`src/design/rv32d_pkg.sv`:
```
// Package for the RV32 instruction decoder: opcodes, control flag positions,
// stall counts and the decoded result type. Depends on nothing.
`default_nettype none

package rv32d_pkg;

    localparam int unsigned INSTR_W  = 32;
    localparam int unsigned OPCODE_W = 7;
    localparam int unsigned REG_W    = 5;
    localparam int unsigned FUNCT3_W = 3;
    localparam int unsigned FUNCT7_W = 7;
    localparam int unsigned FLAGS_W  = 12;
    localparam int unsigned STALL_W  = 3;

    // Major opcodes
    localparam logic [OPCODE_W-1:0] OP_RTYPE  = 7'b0110011;
    localparam logic [OPCODE_W-1:0] OP_ITYPE  = 7'b0010011;
    localparam logic [OPCODE_W-1:0] OP_JALR   = 7'b1100111;
    localparam logic [OPCODE_W-1:0] OP_BRANCH = 7'b1100011;
    localparam logic [OPCODE_W-1:0] OP_LOAD   = 7'b0000011;
    localparam logic [OPCODE_W-1:0] OP_FLOAD  = 7'b0000111;
    localparam logic [OPCODE_W-1:0] OP_STORE  = 7'b0100011;
    localparam logic [OPCODE_W-1:0] OP_FSTORE = 7'b0100111;
    localparam logic [OPCODE_W-1:0] OP_LUI    = 7'b0110111;
    localparam logic [OPCODE_W-1:0] OP_AUIPC  = 7'b0010111;
    localparam logic [OPCODE_W-1:0] OP_JAL    = 7'b1101111;
    localparam logic [OPCODE_W-1:0] OP_FPALU  = 7'b1010011;

    // funct7 codes that select the inverted operation
    localparam logic [FUNCT7_W-1:0] F7_INT_INVERT = 7'd32;
    localparam logic [FUNCT7_W-1:0] F7_FP_INVERT  = 7'd4;

    // Control flag bit positions
    localparam int unsigned FL_BRANCH   = 0;
    localparam int unsigned FL_MEMREAD  = 1;
    localparam int unsigned FL_MEM2REG  = 2;
    localparam int unsigned FL_MEMWRITE = 3;
    localparam int unsigned FL_ALUSRC   = 4;
    localparam int unsigned FL_REGWRITE = 5;
    localparam int unsigned FL_RS1SRC   = 6;
    localparam int unsigned FL_PCWRITE  = 7;
    localparam int unsigned FL_INVERT   = 8;
    localparam int unsigned FL_FLOATREG = 9;
    localparam int unsigned FL_FOP      = 10;
    localparam int unsigned FL_LUI      = 11;

    // Stall counts
    localparam logic [STALL_W-1:0] STALL_NONE = 3'd0;
    localparam logic [STALL_W-1:0] STALL_MEM  = 3'd2;
    localparam logic [STALL_W-1:0] STALL_FP   = 3'd5;

    typedef struct packed {
        logic [OPCODE_W-1:0] opcode_bits;
        logic [REG_W-1:0]    dest_reg;
        logic [REG_W-1:0]    src1_reg;
        logic [REG_W-1:0]    src2_reg;
        logic [FUNCT7_W-1:0] funct7_bits;
        logic [FUNCT3_W-1:0] alu_operation;
        logic [INSTR_W-1:0]  immediate;
        logic [FLAGS_W-1:0]  control_flags;
        logic [STALL_W-1:0]  stall_cycles;
    } decode_t;

endpackage

`default_nettype wire

```
`src/design/rv32d_decode.sv`:
```
// Combinational decode of one RV32 instruction word into fields, immediate,
// control flags and stall count. Depends on rv32d_pkg.
`default_nettype none

module rv32d_decode (
    input  wire logic [rv32d_pkg::INSTR_W-1:0] instr,
    output rv32d_pkg::decode_t                 dec
);
    import rv32d_pkg::*;

    logic [OPCODE_W-1:0] op;
    logic [FUNCT3_W-1:0] f3;
    logic [FUNCT7_W-1:0] f7;
    logic [INSTR_W-1:0]  imm_i;
    logic [INSTR_W-1:0]  imm_s;
    logic [INSTR_W-1:0]  imm_b;
    logic [INSTR_W-1:0]  imm_u;
    logic [INSTR_W-1:0]  imm_j;
    logic [FUNCT3_W-1:0] aluop;
    logic [INSTR_W-1:0]  imm;
    logic [FLAGS_W-1:0]  flags;
    logic [STALL_W-1:0]  stall;

    assign op = instr[6:0];
    assign f3 = instr[14:12];
    assign f7 = instr[31:25];

    // I, S, U and J stay zero-extended; only B carries its sign
    assign imm_i = {20'd0, instr[31:20]};
    assign imm_s = {20'd0, instr[31:25], instr[11:7]};
    assign imm_b = {{19{instr[31]}}, instr[31], instr[7], instr[30:25], instr[11:8], 1'b0};
    assign imm_u = {12'd0, instr[31:12]};
    assign imm_j = {11'd0, instr[31], instr[19:12], instr[20], instr[30:21], 1'b0};

    always_comb
    begin
        aluop = '0;
        imm   = '0;
        flags = '0;
        stall = STALL_NONE;
        unique case (op)
            OP_RTYPE:
            begin
                aluop                 = f3;
                flags[FL_REGWRITE]    = 1'b1;
                flags[FL_INVERT]      = (f7 == F7_INT_INVERT);
            end
            OP_ITYPE:
            begin
                aluop                 = f3;
                flags[FL_ALUSRC]      = 1'b1;
                flags[FL_REGWRITE]    = 1'b1;
                imm                   = imm_i;
            end
            OP_JALR:
            begin
                flags[FL_BRANCH]      = 1'b1;
                flags[FL_ALUSRC]      = 1'b1;
                flags[FL_REGWRITE]    = 1'b1;
                flags[FL_RS1SRC]      = 1'b1;
                flags[FL_PCWRITE]     = 1'b1;
                imm                   = imm_i;
            end
            OP_BRANCH:
            begin
                flags[FL_BRANCH]      = 1'b1;
                imm                   = imm_b;
            end
            OP_LOAD, OP_FLOAD:
            begin
                flags[FL_MEMREAD]     = 1'b1;
                flags[FL_MEM2REG]     = 1'b1;
                flags[FL_ALUSRC]      = 1'b1;
                flags[FL_REGWRITE]    = 1'b1;
                flags[FL_FLOATREG]    = (op == OP_FLOAD);
                imm                   = imm_i;
                stall                 = STALL_MEM;
            end
            OP_STORE, OP_FSTORE:
            begin
                flags[FL_MEMWRITE]    = 1'b1;
                flags[FL_ALUSRC]      = 1'b1;
                flags[FL_FLOATREG]    = (op == OP_FSTORE);
                imm                   = imm_s;
                stall                 = STALL_MEM;
            end
            OP_LUI:
            begin
                flags[FL_ALUSRC]      = 1'b1;
                flags[FL_REGWRITE]    = 1'b1;
                flags[FL_LUI]         = 1'b1;
                imm                   = imm_u;
            end
            OP_AUIPC:
            begin
                flags[FL_ALUSRC]      = 1'b1;
                flags[FL_REGWRITE]    = 1'b1;
                flags[FL_RS1SRC]      = 1'b1;
                imm                   = imm_u;
            end
            OP_JAL:
            begin
                flags[FL_BRANCH]      = 1'b1;
                flags[FL_ALUSRC]      = 1'b1;
                flags[FL_REGWRITE]    = 1'b1;
                flags[FL_RS1SRC]      = 1'b1;
                flags[FL_PCWRITE]     = 1'b1;
                imm                   = imm_j;
            end
            OP_FPALU:
            begin
                aluop                 = f3;
                flags[FL_REGWRITE]    = 1'b1;
                flags[FL_FOP]         = 1'b1;
                flags[FL_INVERT]      = (f7 == F7_FP_INVERT);
                stall                 = STALL_FP;
            end
            default:
            begin
                // unknown opcode: leave all controls and the immediate at zero
            end
        endcase
    end

    assign dec.opcode_bits   = op;
    assign dec.dest_reg      = instr[11:7];
    assign dec.src1_reg      = instr[19:15];
    assign dec.src2_reg      = instr[24:20];
    assign dec.funct7_bits   = f7;
    assign dec.alu_operation = aluop;
    assign dec.immediate     = imm;
    assign dec.control_flags = flags;
    assign dec.stall_cycles  = stall;

endmodule

`default_nettype wire

```
`src/design/rv32_instruction_decoder_top.sv`:
```
// Top level of the RV32 instruction decoder: input register, decode logic,
// result register. Depends on rv32d_pkg and rv32d_decode.
//
//   channel   | ports                                  | transaction taken when
//   ----------+----------------------------------------+------------------------
//   command   | start, busy, instr_word                | start && !busy
//   result    | done, opcode_bits .. stall_cycles      | done (one cycle, no stall)
//
// Cycles: one instruction per clock; each command passes the input register,
// then the result register. Throughput is set by the single decode pass
// between those two registers.
// busy is always low: every stage advances every cycle.
// Reset: rst_n clears the valid bits of both stages; payload is not reset.
// Stalls: the receiver cannot hold results off, so nothing ever stalls.
`default_nettype none

module rv32_instruction_decoder_top (
    input  wire logic                           clk,
    input  wire logic                           rst_n,
    input  wire logic                           start,
    output logic                                busy,
    input  wire logic [rv32d_pkg::INSTR_W-1:0]  instr_word,
    output logic                                done,
    output logic [rv32d_pkg::OPCODE_W-1:0]      opcode_bits,
    output logic [rv32d_pkg::REG_W-1:0]         dest_reg,
    output logic [rv32d_pkg::REG_W-1:0]         src1_reg,
    output logic [rv32d_pkg::REG_W-1:0]         src2_reg,
    output logic [rv32d_pkg::FUNCT7_W-1:0]      funct7_bits,
    output logic [rv32d_pkg::FUNCT3_W-1:0]      alu_operation,
    output logic [rv32d_pkg::INSTR_W-1:0]       immediate,
    output logic [rv32d_pkg::FLAGS_W-1:0]       control_flags,
    output logic [rv32d_pkg::STALL_W-1:0]       stall_cycles
);
    import rv32d_pkg::*;

    // Input stage
    logic               in_valid_reg;
    logic [INSTR_W-1:0] instr_reg;

    // Result stage
    logic               out_valid_reg;
    decode_t            result_reg;
    decode_t            result_next;

    // The decode pass is combinational, so the block never holds off a command
    assign busy = 1'b0;

    always_ff @(posedge clk or negedge rst_n)
    begin
        if (!rst_n)
        begin
            in_valid_reg  <= 1'b0;
            out_valid_reg <= 1'b0;
        end
        else
        begin
            in_valid_reg  <= start && !busy;
            out_valid_reg <= in_valid_reg;
        end
    end

    // Capture the instruction word on every accepted command
    always_ff @(posedge clk)
    begin
        if (start && !busy)
        begin
            instr_reg <= instr_word;
        end
    end

    rv32d_decode u_decode (
        .instr (instr_reg),
        .dec   (result_next)
    );

    // Load the result register whenever the input stage holds a transaction
    always_ff @(posedge clk)
    begin
        if (in_valid_reg)
        begin
            result_reg <= result_next;
        end
    end

    assign done          = out_valid_reg;
    assign opcode_bits   = result_reg.opcode_bits;
    assign dest_reg      = result_reg.dest_reg;
    assign src1_reg      = result_reg.src1_reg;
    assign src2_reg      = result_reg.src2_reg;
    assign funct7_bits   = result_reg.funct7_bits;
    assign alu_operation = result_reg.alu_operation;
    assign immediate     = result_reg.immediate;
    assign control_flags = result_reg.control_flags;
    assign stall_cycles  = result_reg.stall_cycles;

    // Every accepted command yields exactly one result, via the input and result registers
    a_cmd_to_result: assert property (@(posedge clk) disable iff (!rst_n)
        (start && !busy) |-> ##2 done)
        else $error("accepted command produced no result");

    // A result strobe always traces back to a command
    a_result_has_cmd: assert property (@(posedge clk) disable iff (!rst_n)
        done |-> $past(in_valid_reg))
        else $error("result strobe without a command");

    // FP ALU stall goes only with the FP operation flag
    a_fp_stall: assert property (@(posedge clk) disable iff (!rst_n)
        (done && stall_cycles == STALL_FP) |-> control_flags[FL_FOP])
        else $error("FP stall without FP operation flag");

    // Memory stall goes only with a memory read or write
    a_mem_stall: assert property (@(posedge clk) disable iff (!rst_n)
        (done && stall_cycles == STALL_MEM) |->
            (control_flags[FL_MEMREAD] || control_flags[FL_MEMWRITE]))
        else $error("memory stall without memory access");

    // Upper immediate flag only for LUI
    a_lui_flag: assert property (@(posedge clk) disable iff (!rst_n)
        (done && control_flags[FL_LUI]) |-> (opcode_bits == OP_LUI))
        else $error("lui flag on a non-LUI opcode");

endmodule

`default_nettype wire
```
`config.mk`:
```
export PLATFORM = sky130hd
export DESIGN_NAME = rv32_instruction_decoder_top
export DESIGN_NICKNAME = d
export VERILOG_FILES = /design/src/design/rv32d_pkg.sv /design/src/design/rv32d_decode.sv /design/src/design/rv32_instruction_decoder_top.sv
export SDC_FILE = /design/constraint.sdc
export NUM_CORES = 1
export LEC_CHECK = 0
export ABC_CLOCK_PERIOD_IN_PS = 3590
export BUFFER_PORTS_ARGS = -buffer_cell sky130_fd_sc_hd__buf_2
export CELL_PAD_IN_SITES_DETAIL_PLACEMENT = 1
export CELL_PAD_IN_SITES_GLOBAL_PLACEMENT = 2
export CORE_MARGIN = 4
export CORE_UTILIZATION = 40
export CTS_BUF_LIST = sky130_fd_sc_hd__clkbuf_2 sky130_fd_sc_hd__clkbuf_4 sky130_fd_sc_hd__clkbuf_8
export CTS_CLUSTER_SIZE = 24
export DETAILED_ROUTE_END_ITERATION = 10
export GPL_TIMING_DRIVEN = 0
export PLACE_DENSITY_LB_ADDON = 0.1
export SLEW_MARGIN = 5
export SYNTH_ARGS = -nofsm -noshare
export SYNTH_HDL_FRONTEND = slang
export SYNTH_SLANG_ARGS = --single-unit
```
`constraint.sdc`:
```
create_clock -name clk -period 3.59 [get_ports clk]
set_clock_uncertainty 0.1 [all_clocks]
set_input_delay 0.5385 -clock clk [delete_from_list [all_inputs] [get_ports clk]]
set_output_delay 0.5385 -clock clk [all_outputs]
set_load 0.02 [all_outputs]
```
### Word-level counts from Yosys, hierarchy flattened

Cells that the tools add are included.

| word-level totals | value |
|---|---|
| word-level logic and storage cells | 50 |
| flip-flop bits (word level) | 113 |
| input bits | 35 |
| output and inout bits | 81 |

| cells by class | value |
|---|---|
| eq/ne operators | 14 |
| mux-type cells | 13 |
| reduce and logical (&&, ||, !) cells | 11 |

Operator list:

| operator | number |
|---|---|
| $pmux W32 S5 | 1 |
| $eq A7 B6 Y1 const B | 5 |
| $eq A7 B7 Y1 const B | 4 |
| $reduce_or A9 Y1 | 2 |
| $eq A7 B3 Y1 const B | 2 |
| $eq A7 B5 Y1 const B | 2 |
| $reduce_or A3 Y1 | 3 |
| $mux W1 | 8 |
| $reduce_or A2 Y1 | 4 |
| $reduce_or A4 Y1 | 2 |
| $eq A7 B2 Y1 const B | 1 |
| $pmux W3 S2 | 1 |
| $pmux W1 S2 | 2 |
| $mux W2 | 1 |

### Depth between registers and ports, before layout

Gate-level depths: netlist of run 1.

| logic depth | value |
|---|---|
| depth after elaboration | 3 |
| mapped depth | 5 |
| gate-level depth less buffers | 4 |

### By module

From an unflattened synthesis of run 1, not the netlist that was laid out.

| unflattened totals | value |
|---|---|
| cell total of the unflattened synthesis | 253 |
| area total of the unflattened synthesis | 4439.3 sq um |

By module, submodules not included:

| module | times used | area each (sq um) | cells each | sequential area each (sq um) |
|---|---|---|---|---|
| rv32_instruction_decoder_top | 1 | 3394.5 | 115 | 3383.2 |
| rv32d_decode | 1 | 1044.8 | 138 | 0.0 |

### Worst setup path before layout of run 1

OpenSTA, ideal clock, no wires.

| timing path | value |
|---|---|
| kind | register to register |
| from | reg in_valid_reg |
| to | reg result_reg, in the netlist alu_operation[0] (enable) |
| period minus slack after synthesis | 2184 ps |
| cell stages (with the launch flop) | 1 |
| library setup time | 425 ps |
| buffers on the path | 0 |
| path slack | 1406 ps |
| data arrival time | 1659 ps |
| required time | 3065 ps |
| path through | dfrtp_1 |

RTL lines:

| element | line | source |
|---|---|---|
| start, declared | rv32_instruction_decoder_top.sv:37 | `logic in_valid_reg;` |
| start signal, assigned | rv32_instruction_decoder_top.sv:57 | `in_valid_reg <= start && !busy;` |
| end signal, assigned | rv32_instruction_decoder_top.sv:81 | `result_reg <= result_next;` |
| end, declared | rv32_instruction_decoder_top.sv:42 | `decode_t result_reg;` |

No word-level cell between the ends.

==> impl_metrics.env, run 1 <==
export IMPL_status="finished clean"
export IMPL_rsz0062_at_grt="false"
export IMPL_die_height_um=107.2
export IMPL_num_rows=35
export IMPL_crit_type="reg -> reg"
export IMPL_fin_tns_setup_ns=0
export IMPL_crit_path_end_kind="flop"
export IMPL_fin_crit_sh_pct=53.46
export IMPL_final_cell_mix="buf_2 (117), edfxtp_1 (99), buf_4 (14), a221o_1 (14)"
export IMPL_syn_to_final_growth_pct=24.73
export IMPL_grt_overflow=0
export IMPL_ioPinCount=116
export IMPL_async_flop_share_pct=1.980
export IMPL_cp_max_fo=9
export IMPL_period_needed_ns=1.919
export IMPL_synth_area_mm2=0.003936
export IMPL_routed_wl_mm=9.325
export IMPL_ys_types=47
export IMPL_diodes=0
export IMPL_fmax_mhz=521.1
export IMPL_grt_pass1_wl_mm=14.59
export IMPL_clk_pin_slew_ns=0.10
export IMPL_syn_inst=215
export IMPL_crit_required_ns=3.71
export IMPL_grt_usage_pct=16.96
export IMPL_dpl_hpwl_mm=6.549
export IMPL_hp_class="in -> reg"
export IMPL_cts_root_buffer="clkbuf_8"
export IMPL_cts_tree="built"
export IMPL_syn_area_per_cell_um2=18.31
export IMPL_fin_nets=376
export IMPL_finalMaxSlewViolations=0
export IMPL_drc=0
export IMPL_synth_seq_cells=101
export IMPL_first_iter_violations=156
export IMPL_avgRoutedWirePerCell_um=19.63
export IMPL_r2r_worst_path_cells=4
export IMPL_gp_congestion=0.7596
export IMPL_tightest_slew_ns=0.8942
export IMPL_drive_above_1_share_pct=47.69
export IMPL_relSlewSlack_pct=40.38
export IMPL_cts_buffers=9
export IMPL_start_kind="flop"
export IMPL_drv_cap=0
export IMPL_power_leakage_nw=1.945
export IMPL_antenna_found_initial=1
export IMPL_cts_resized=0
export IMPL_synthFlopType="edfxtp_1"
export IMPL_hold_depth=1
export IMPL_r2r_start="instr_reg[3]"
export IMPL_peakVddDrop_uv=262.1
export IMPL_cts_htree_levels=3
export IMPL_ant_nets=0
export IMPL_hold_path_startpoint="instr_word[22]"
export IMPL_dr_pass1_iters=4
export IMPL_numClockSinks=101
export IMPL_synth_warnings=0
export IMPL_avgViaCountPerCell=5.091
export IMPL_hold_ws_ns=0.2472
export IMPL_setup_viol=0
export IMPL_die_x_um=107.2
export IMPL_syn_nets=250
export IMPL_largest_register_ffs=32
export IMPL_initial_core_util_pct=41.81
export IMPL_layout_commonest_cell="buf_2"
export IMPL_clock_latency_ns=0.36
export IMPL_grt_pass1_vias=2546
export IMPL_cp_arrival_ns=2.04
export IMPL_grt_max_degree=69
export IMPL_synth_seq_area_share_pct=76.80
export IMPL_port_buffers=114
export IMPL_vias=2418
export IMPL_hold_viol=0
export IMPL_fp_dieArea_mm2=0.01149
export IMPL_critPathLaunch="instr_reg[3]"
export IMPL_synth_edf_count=99
export IMPL_clk_path_buf_depth=2
export IMPL_p_per_area_mw_per_mm2=516.7
export IMPL_coreArea_mm2=0.009415
report_power, final:
group,leakage [nW],switching [mW],internal [mW],total (mW)
clock network,0.112,0.386,0.408,0.794
registers,0.981,0.0697,1.40,1.47
logic,0.853,0.178,0.0989,0.277
routing by layer:
layer / vias up / part of all wire (%) / track usage (%) / wire (um)
met2: 94 / 50 / 26.90 / 4624
li1: 1107 / - / - / -
met5: - / 0.14 / 0 / 13
met3: 5 / 8.6 / 5.238 / 801
met4: 2 / 0.27 / 4.201 / 25
met1: 1210 / 41 / 22.87 / 3860
logic make-up (layout without fill, tap and decap cells):
| kind of cell | after synthesis | in the layout | share of synthesized area (%) |
|---|---|---|---|
| AO/OA/AOI/OAI | 38 | 38 | 9.377 |
| buffers and inverters | 31 | 162 | 5.149 |
| flip-flops | 101 | 101 | 76.80 |
| other | 1 | 1 | 0.09527 |
| AND/OR/NAND/NOR | 44 | 44 | 8.583 |
repair_timing:
action	CTS	global route
buffers inserted	0	0
hold buffers	1	0
endpoints found under the hold margin	2	0
final timing paths:
kind	slack, ns	endpoint
min in group asynchronous	0.39	in_valid_reg
worst max-delay path	1.67	immediate[19]
worst max register to register	1.67	immediate[19]
worst min-delay path	0.25	instr_reg[22]
max in group asynchronous	2.90	in_valid_reg
worst min register to register	0.36	dest_reg[1]
final cells by class:
cell class | instances | area (um2)
Tap cell | 129 | 161.4
Fill cell | 935 | 4506
Timing Repair Buffer | 115 | 580.6
Buffer | 21 | 165.2
Clock buffer | 10 | 131.4
Inverter | 10 | 37.54
Sequential cell | 101 | 3027
Clock inverter | 6 | 96.34
Multi-Input combinational cell | 83 | 710.7
synthesized netlist by cell type, types with 2 or more instances:
cell type / number / area share (%)
inv_1: 9 / 0.86
nand3b_4: 2 / 1.0
nand2_1: 3 / 0.29
buf_2: 3 / 0.38
nor2_1: 5 / 0.48
and2_1: 5 / 0.79
nor3_1: 6 / 0.76
dfrtp_1: 2 / 1.3
a2111o_1: 2 / 0.57
a221o_1: 14 / 3.6
a22o_1: 6 / 1.3
nor4_4: 2 / 1.1
buf_6: 4 / 1.1
edfxtp_1: 99 / 76
nor4_1: 6 / 0.95
a211oi_1: 3 / 0.57
buf_4: 14 / 2.7
per-stage QoR:
step	instance area, um2	utilization, %	setup WS (ns)	power [mW]	cells
6_report	4910	52.15	1.671	2.537	475
5_1_grt	4910	52.15	1.554	2.648	475
3_5_place_dp	4672	49.62	1.682	1.773	458
4_1_cts	4910	52.15	1.651	2.570	475
3_3_place_gp	4668	49.58	0.8486	1.765	458
2_1_floorplan	3936	-	1.406	1.641	215
worst max-delay path, stage by stage, from the launching register on:
cell      delay [ns]
edfxtp_1        0.48
or2_1           0.24
buf_2           0.17
nor4_4          0.58
a221o_1         0.21
Power figures use the tool's default switching activity.
==> inputs of run 2 (changes only) <==
ABC_CLOCK_PERIOD_IN_PS = 1700   (was 3590)
CORE_UTILIZATION = 34   (was 40)
clock period = 1.7 ns   (was 3.59 ns; I/O delays follow)
==> impl_metrics.env, run 2 (synthesized netlist as in run 1, its figures left out) <==
export IMPL_numClockSinks=101
export IMPL_crit_chain="or2_1, buf_6, o311a_1, o2111a_1"
export IMPL_grt_max_degree=69
export IMPL_period_needed_ns=1.763
export IMPL_instances_no_fill=547
export IMPL_cts_root_buffer="clkbuf_8"
export IMPL_clk_path_buf_depth=2
export IMPL_fmax_mhz=567.3
export IMPL_grt_overflow=0
export IMPL_p_per_area_mw_per_mm2=973.3
export IMPL_diodes=0
export IMPL_tightest_slew_ns=0.8607
export IMPL_critPathLaunch="instr_reg[2]"
export IMPL_crit_path_top_delay_cell="edfxtp_1"
export IMPL_route_met3_wl_um=587
export IMPL_cts_htree_levels=3
export IMPL_pwr_share_comb_pct=13.7
export IMPL_switchingPower_mw=1.417
export IMPL_final_cell_mix="buf_2 (114), edfxtp_1 (99), buf_4 (33), dlygate4sd3_1 (33), a221o_1 (14)"
export IMPL_initial_core_util_pct=34.62
export IMPL_fin_tns_setup_ns=-0.3298
export IMPL_clock_latency_ns=0.37
export IMPL_num_rows=39
export IMPL_grt_pass1_wl_mm=15.07
export IMPL_swShare_pct=26.21
export IMPL_dp_cells=472
export IMPL_coreArea_mm2=0.01137
export IMPL_wl_met1_mm=4.333
export IMPL_antenna_found_initial=0
export IMPL_power_leakage_nw=2.229
export IMPL_grt_pass1_vias=2667
export IMPL_drc=0
export IMPL_first_iter_violations=116
export IMPL_cts_buffers=9
export IMPL_p_total_mw=5.405
export IMPL_crit_path_end_kind="flop"
export IMPL_routed_wl_mm=9.596
export IMPL_power_frac_clock_pct=29.3
export IMPL_die_x_um=115.6
export IMPL_relSlewSlack_pct=42.62
export IMPL_dr_pass1_iters=4
export IMPL_crit_type="reg -> reg"
export IMPL_highest_layer="met4"
export IMPL_vias=2574
export IMPL_timing_rr_end="control_flags[8]"
export IMPL_cp_slowest_stage_delay_ns=0.49
export IMPL_fillCellCount=1158
export IMPL_hp_class="in -> async"
export IMPL_start_kind="flop"
export IMPL_power_frac_seq_pct=57.0
export IMPL_fin_crit_sh_pct=103.7
export IMPL_peakVddDrop_uv=439.1
export IMPL_crit_required_ns=1.72
export IMPL_die_height_um=115.6
export IMPL_gp_congestion=0.7286
export IMPL_dp_slack_ns=-0.2914
export IMPL_reg2reg_slack_ns=-0.06
export IMPL_drv_cap=0
export IMPL_status="complete, but fails checks"
export IMPL_hold_ws_ns=0.08127
export IMPL_hold_viol=0
export IMPL_r2r_worst_path_cells=4
export IMPL_cp_max_fo=7
export IMPL_failed_checks="setup timing"
export IMPL_finalMaxSlewViolations=0
export IMPL_dpl_hpwl_mm=6.455
export IMPL_fin_nets=434
export IMPL_rsz0062_at_grt="true"
export IMPL_cp_arrival_ns=1.79
export IMPL_fp_dieArea_mm2=0.01336
export IMPL_ant_nets=0
export IMPL_drive_above_1_share_pct=49.01
export IMPL_setup_slack_ns=-0.06263
export IMPL_grt_usage_pct=14.97
export IMPL_wl_met2_mm=4.564
export IMPL_power_internal_mw=3.988
export IMPL_avgViaCountPerCell=4.706
export IMPL_layout_commonest_cell="buf_2"
export IMPL_port_buffers=114
export IMPL_ioPinCount=116
export IMPL_clk_pin_slew_ns=0.10
export IMPL_setup_viol=11
export IMPL_r2r_start="instr_reg[2]"
export IMPL_syn_to_final_growth_pct=41.07
export IMPL_largest_register_ffs=32
export IMPL_cts_tree="built"
export IMPL_avgRoutedWirePerCell_um=17.54
==> run 2: layout make-up <==
cell class	count	area (um2)	share of cell area (%)
clock buffer	10	131.4	2.366
inverter	10	37.54	0.6760
timing repair buffer	173	1127	20.30
buffer	21	195.2	3.515
clock inverter	6	80.08	1.442
sequential	101	3027	54.51
multi-input combinational	83	775.7	13.97
tap	143	178.9	3.222
==> run 2: through the flow <==
stage	area, um2	util (%)
after floorplan	3944	-
after global placement	4693	41.28
after detailed placement	4696	41.30
after CTS	5470	48.11
after global routing	5553	48.84
final	5553	48.84
==> run 2: what timing repair did <==
item | in CTS | in global routing
setup buffers | 20 | 6
hold buffers | 33 | 0
pin swaps | 8 | 8
setup endpoints to repair | 28 | 26
endpoints found under the hold margin | 34 | 0
resized for setup | 15 | 12
==> run 2: routing by layer <==
layer  up-vias  global-route usage (%)
met3         9                   3.290
met2        75                   23.38
li1       1214                       -
met1      1276                   21.02
met4         0                   4.695
met5         -                       0
==> run 2: power groups by stage <==
stage | Sequential [mW] | Clock (mW) | Combinational [mW]
floorplan | 3.28 | 0 | 0.189
finish | 3.08 | 1.58 | 0.740
detailed placement | 3.15 | 0 | 0.591
CTS | 3.09 | 1.63 | 0.729
global route | 3.11 | 1.75 | 0.794
global placement | 3.15 | 0 | 0.584
==> run 2: worst max-delay path by stage <==
stage                             to  cells past startpoint
floorplan           control_flags[8]                      4
global placement       immediate[18]                      4
detailed placement     immediate[12]                      4
CTS                    immediate[11]                      4
global route        control_flags[8]                      4
finish              control_flags[8]                      4
==> run 2: worst max-delay path: cells and delay by family (launching register included) <==
| family | cells | cell delay [ns] |
|---|---|---|
| AO/OA/AOI/OAI | 2 | 0.51 |
| buffers and inverters | 1 | 0.15 |
| AND/OR/NAND/NOR | 1 | 0.29 |
| flip-flops | 1 | 0.49 |
==> inputs of run 3 (changes only) <==
ABC_CLOCK_PERIOD_IN_PS = 1870   (was 1700)
CORE_UTILIZATION = 37   (was 34)
SKIP_CTS_REPAIR_TIMING = 1   (was not set)
clock period = 1.87 ns   (was 1.7 ns; I/O delays follow)
==> impl_metrics.env, run 3 (synthesized netlist as in run 1, its figures left out) <==
export IMPL_reg2reg_slack_ns=0.06
export IMPL_grt_pass1_vias=2566
export IMPL_r2r_worst_path_cells=4
export IMPL_port_buffers=114
export IMPL_drive_above_1_share_pct=45.76
export IMPL_cp_arrival_ns=1.83
export IMPL_antenna_found_initial=0
export IMPL_largest_register_ffs=32
export IMPL_syn_to_final_growth_pct=34.33
export IMPL_initial_core_util_pct=38.13
export IMPL_numClockSinks=101
export IMPL_fin_nets=419
export IMPL_seq_area_mm2=0.003027
export IMPL_dp_slack_ns=-0.08457
export IMPL_first_iter_violations=133
export IMPL_fmax_mhz=552.2
export IMPL_p_per_area_mw_per_mm2=890.7
export IMPL_timing_critical_path_buf_inv=1
export IMPL_peakVddDrop_uv=396.6
export IMPL_avgViaCountPerCell=4.779
export IMPL_multiInputGateArea_um2=724.4
export IMPL_switchingPower_mw=1.271
export IMPL_dr_pass1_iters=4
export IMPL_crit_path_end_kind="flop"
export IMPL_power_frac_seq_pct=59.5
export IMPL_fillCellCount=1069
export IMPL_cts_tree="built"
export IMPL_cp_slowest_stage_delay_ns=0.48
export IMPL_setup_viol=0
export IMPL_grt_overflow=0
export IMPL_power_frac_clock_pct=27.4
export IMPL_tightest_slew_ns=0.8648
export IMPL_diodes=0
export IMPL_hold_ws_ns=0.004224
export IMPL_hp_class="in -> reg"
export IMPL_hold_viol=0
export IMPL_final_cell_mix="buf_2 (116), edfxtp_1 (99), dlygate4sd3_1 (31)"
export IMPL_cp_top_family="compound AO/OA/AOI/OAI gates"
export IMPL_start_kind="flop"
export IMPL_grt_max_degree=69
export IMPL_hold_path_startpoint="instr_word[1]"
export IMPL_drv_cap=0
export IMPL_clock_latency_ns=0.36
export IMPL_crit_chain="or2_1, buf_4, o311a_1, o2111a_1"
export IMPL_dpl_hpwl_mm=6.296
export IMPL_routed_wl_mm=9.374
export IMPL_r2r_start="instr_reg[3]"
export IMPL_crit_type="reg -> reg"
export IMPL_die_x_um=111.1
export IMPL_clk_pin_slew_ns=0.10
export IMPL_layout_commonest_cell="buf_2"
export IMPL_timing_rr_end="control_flags[8]"
export IMPL_gp_congestion=0.7492
export IMPL_cts_buffers=9
export IMPL_hold_depth=1
export IMPL_setup_slack_ns=0.05895
export IMPL_cp_max_fo=7
export IMPL_crit_required_ns=1.89
export IMPL_swShare_pct=26.98
export IMPL_num_rows=37
export IMPL_clk_path_buf_depth=2
export IMPL_cts_root_buffer="clkbuf_8"
export IMPL_power_leakage_nw=2.112
export IMPL_grt_pass1_wl_mm=14.32
export IMPL_holdPathEnd="instr_reg[1]"
export IMPL_fin_crit_sh_pct=96.85
export IMPL_p_total_mw=4.710
export IMPL_fp_dieArea_mm2=0.01235
export IMPL_avgRoutedWirePerCell_um=17.86
export IMPL_cts_htree_levels=3
export IMPL_period_needed_ns=1.811
export IMPL_pwr_share_comb_pct=13.1
export IMPL_ant_nets=0
export IMPL_drc=0
export IMPL_grt_usage_pct=14.78
export IMPL_vias=2509
export IMPL_status="finished clean"
export IMPL_relSlewSlack_pct=42.35
export IMPL_finalMaxSlewViolations=0
export IMPL_power_internal_mw=3.439
export IMPL_ioPinCount=116
export IMPL_crit_path_top_delay_cell="edfxtp_1"
export IMPL_die_height_um=111.1
export IMPL_coreArea_mm2=0.01032
-- run 3: changes by cell type in the layout (fill, tap and decap cells not counted), moves of 2 or more --
cell | before | now
inv_8 | 0 | 2
buf_8 | 2 | 0
buf_4 | 33 | 28
buf_2 | 114 | 116
dlygate4sd3_1 | 33 | 31
buf_6 | 11 | 4
-- run 3: worst max-delay path by stage --
stage | startpoint | cells after the start | slack [ns] | end
after CTS | instr_reg[3] | 4 | -0.11 | immediate[15]
final | instr_reg[3] | 4 | 0.06 | control_flags[8]
after global routing | instr_reg[5] | 3 | -0.02 | immediate[6]
after detailed placement | instr_reg[3] | 4 | -0.08 | immediate[12]
after global placement | instr_reg[3] | 4 | -0.04 | immediate[13]
after floorplan | instr_reg[3] | 4 | 0.16 | control_flags[8]
-- run 3: routing by layer --
layer | vias to the layer above | wire length (um) | global-route usage (%)
met5 | - | 0 | 0
met4 | 0 | 80 | 4.380
met3 | 7 | 587 | 3.712
met2 | 84 | 4573 | 24.31
met1 | 1232 | 4133 | 19.48
li1 | 1186 | - | -
-- run 3: through the flow --
stage	area, um2	TNS [ns]	utilization, %	cells
5_1_grt	5288	-0.02049	51.22	525
3_5_place_dp	4681	-0.6069	45.34	465
4_1_cts	4863	-0.8328	47.11	481
6_report	5288	0	51.22	525
2_1_floorplan	3938	0	-	215
3_3_place_gp	4678	-0.3629	45.32	465
-- run 3: power groups by stage --
stage / Clock, mW / Sequential, mW / Combinational, mW
6_report: 1.29 / 2.80 / 0.618
5_1_grt: 1.44 / 2.83 / 0.663
4_1_cts: 1.33 / 2.82 / 0.531
3_5_place_dp: 0 / 2.87 / 0.529
3_3_place_gp: 0 / 2.86 / 0.525
2_1_floorplan: 0 / 2.98 / 0.169
-- run 3: final cells by class --
type	instances	area share (%)
inverters	10	0.7099
plain buffers	21	3.171
well taps	136	3.218
flip-flops and latches	101	57.24
repair buffers	158	18.50
clock buffers	9	2.343
multi-input cells	83	13.70
clock inverters	7	1.112
-- run 3: worst reg2reg max path: stages, from the launching register on --
cell and delay, ns:
edfxtp_1 0.48, or2_1 0.24, buf_4 0.17, o311a_1 0.33, o2111a_1 0.25
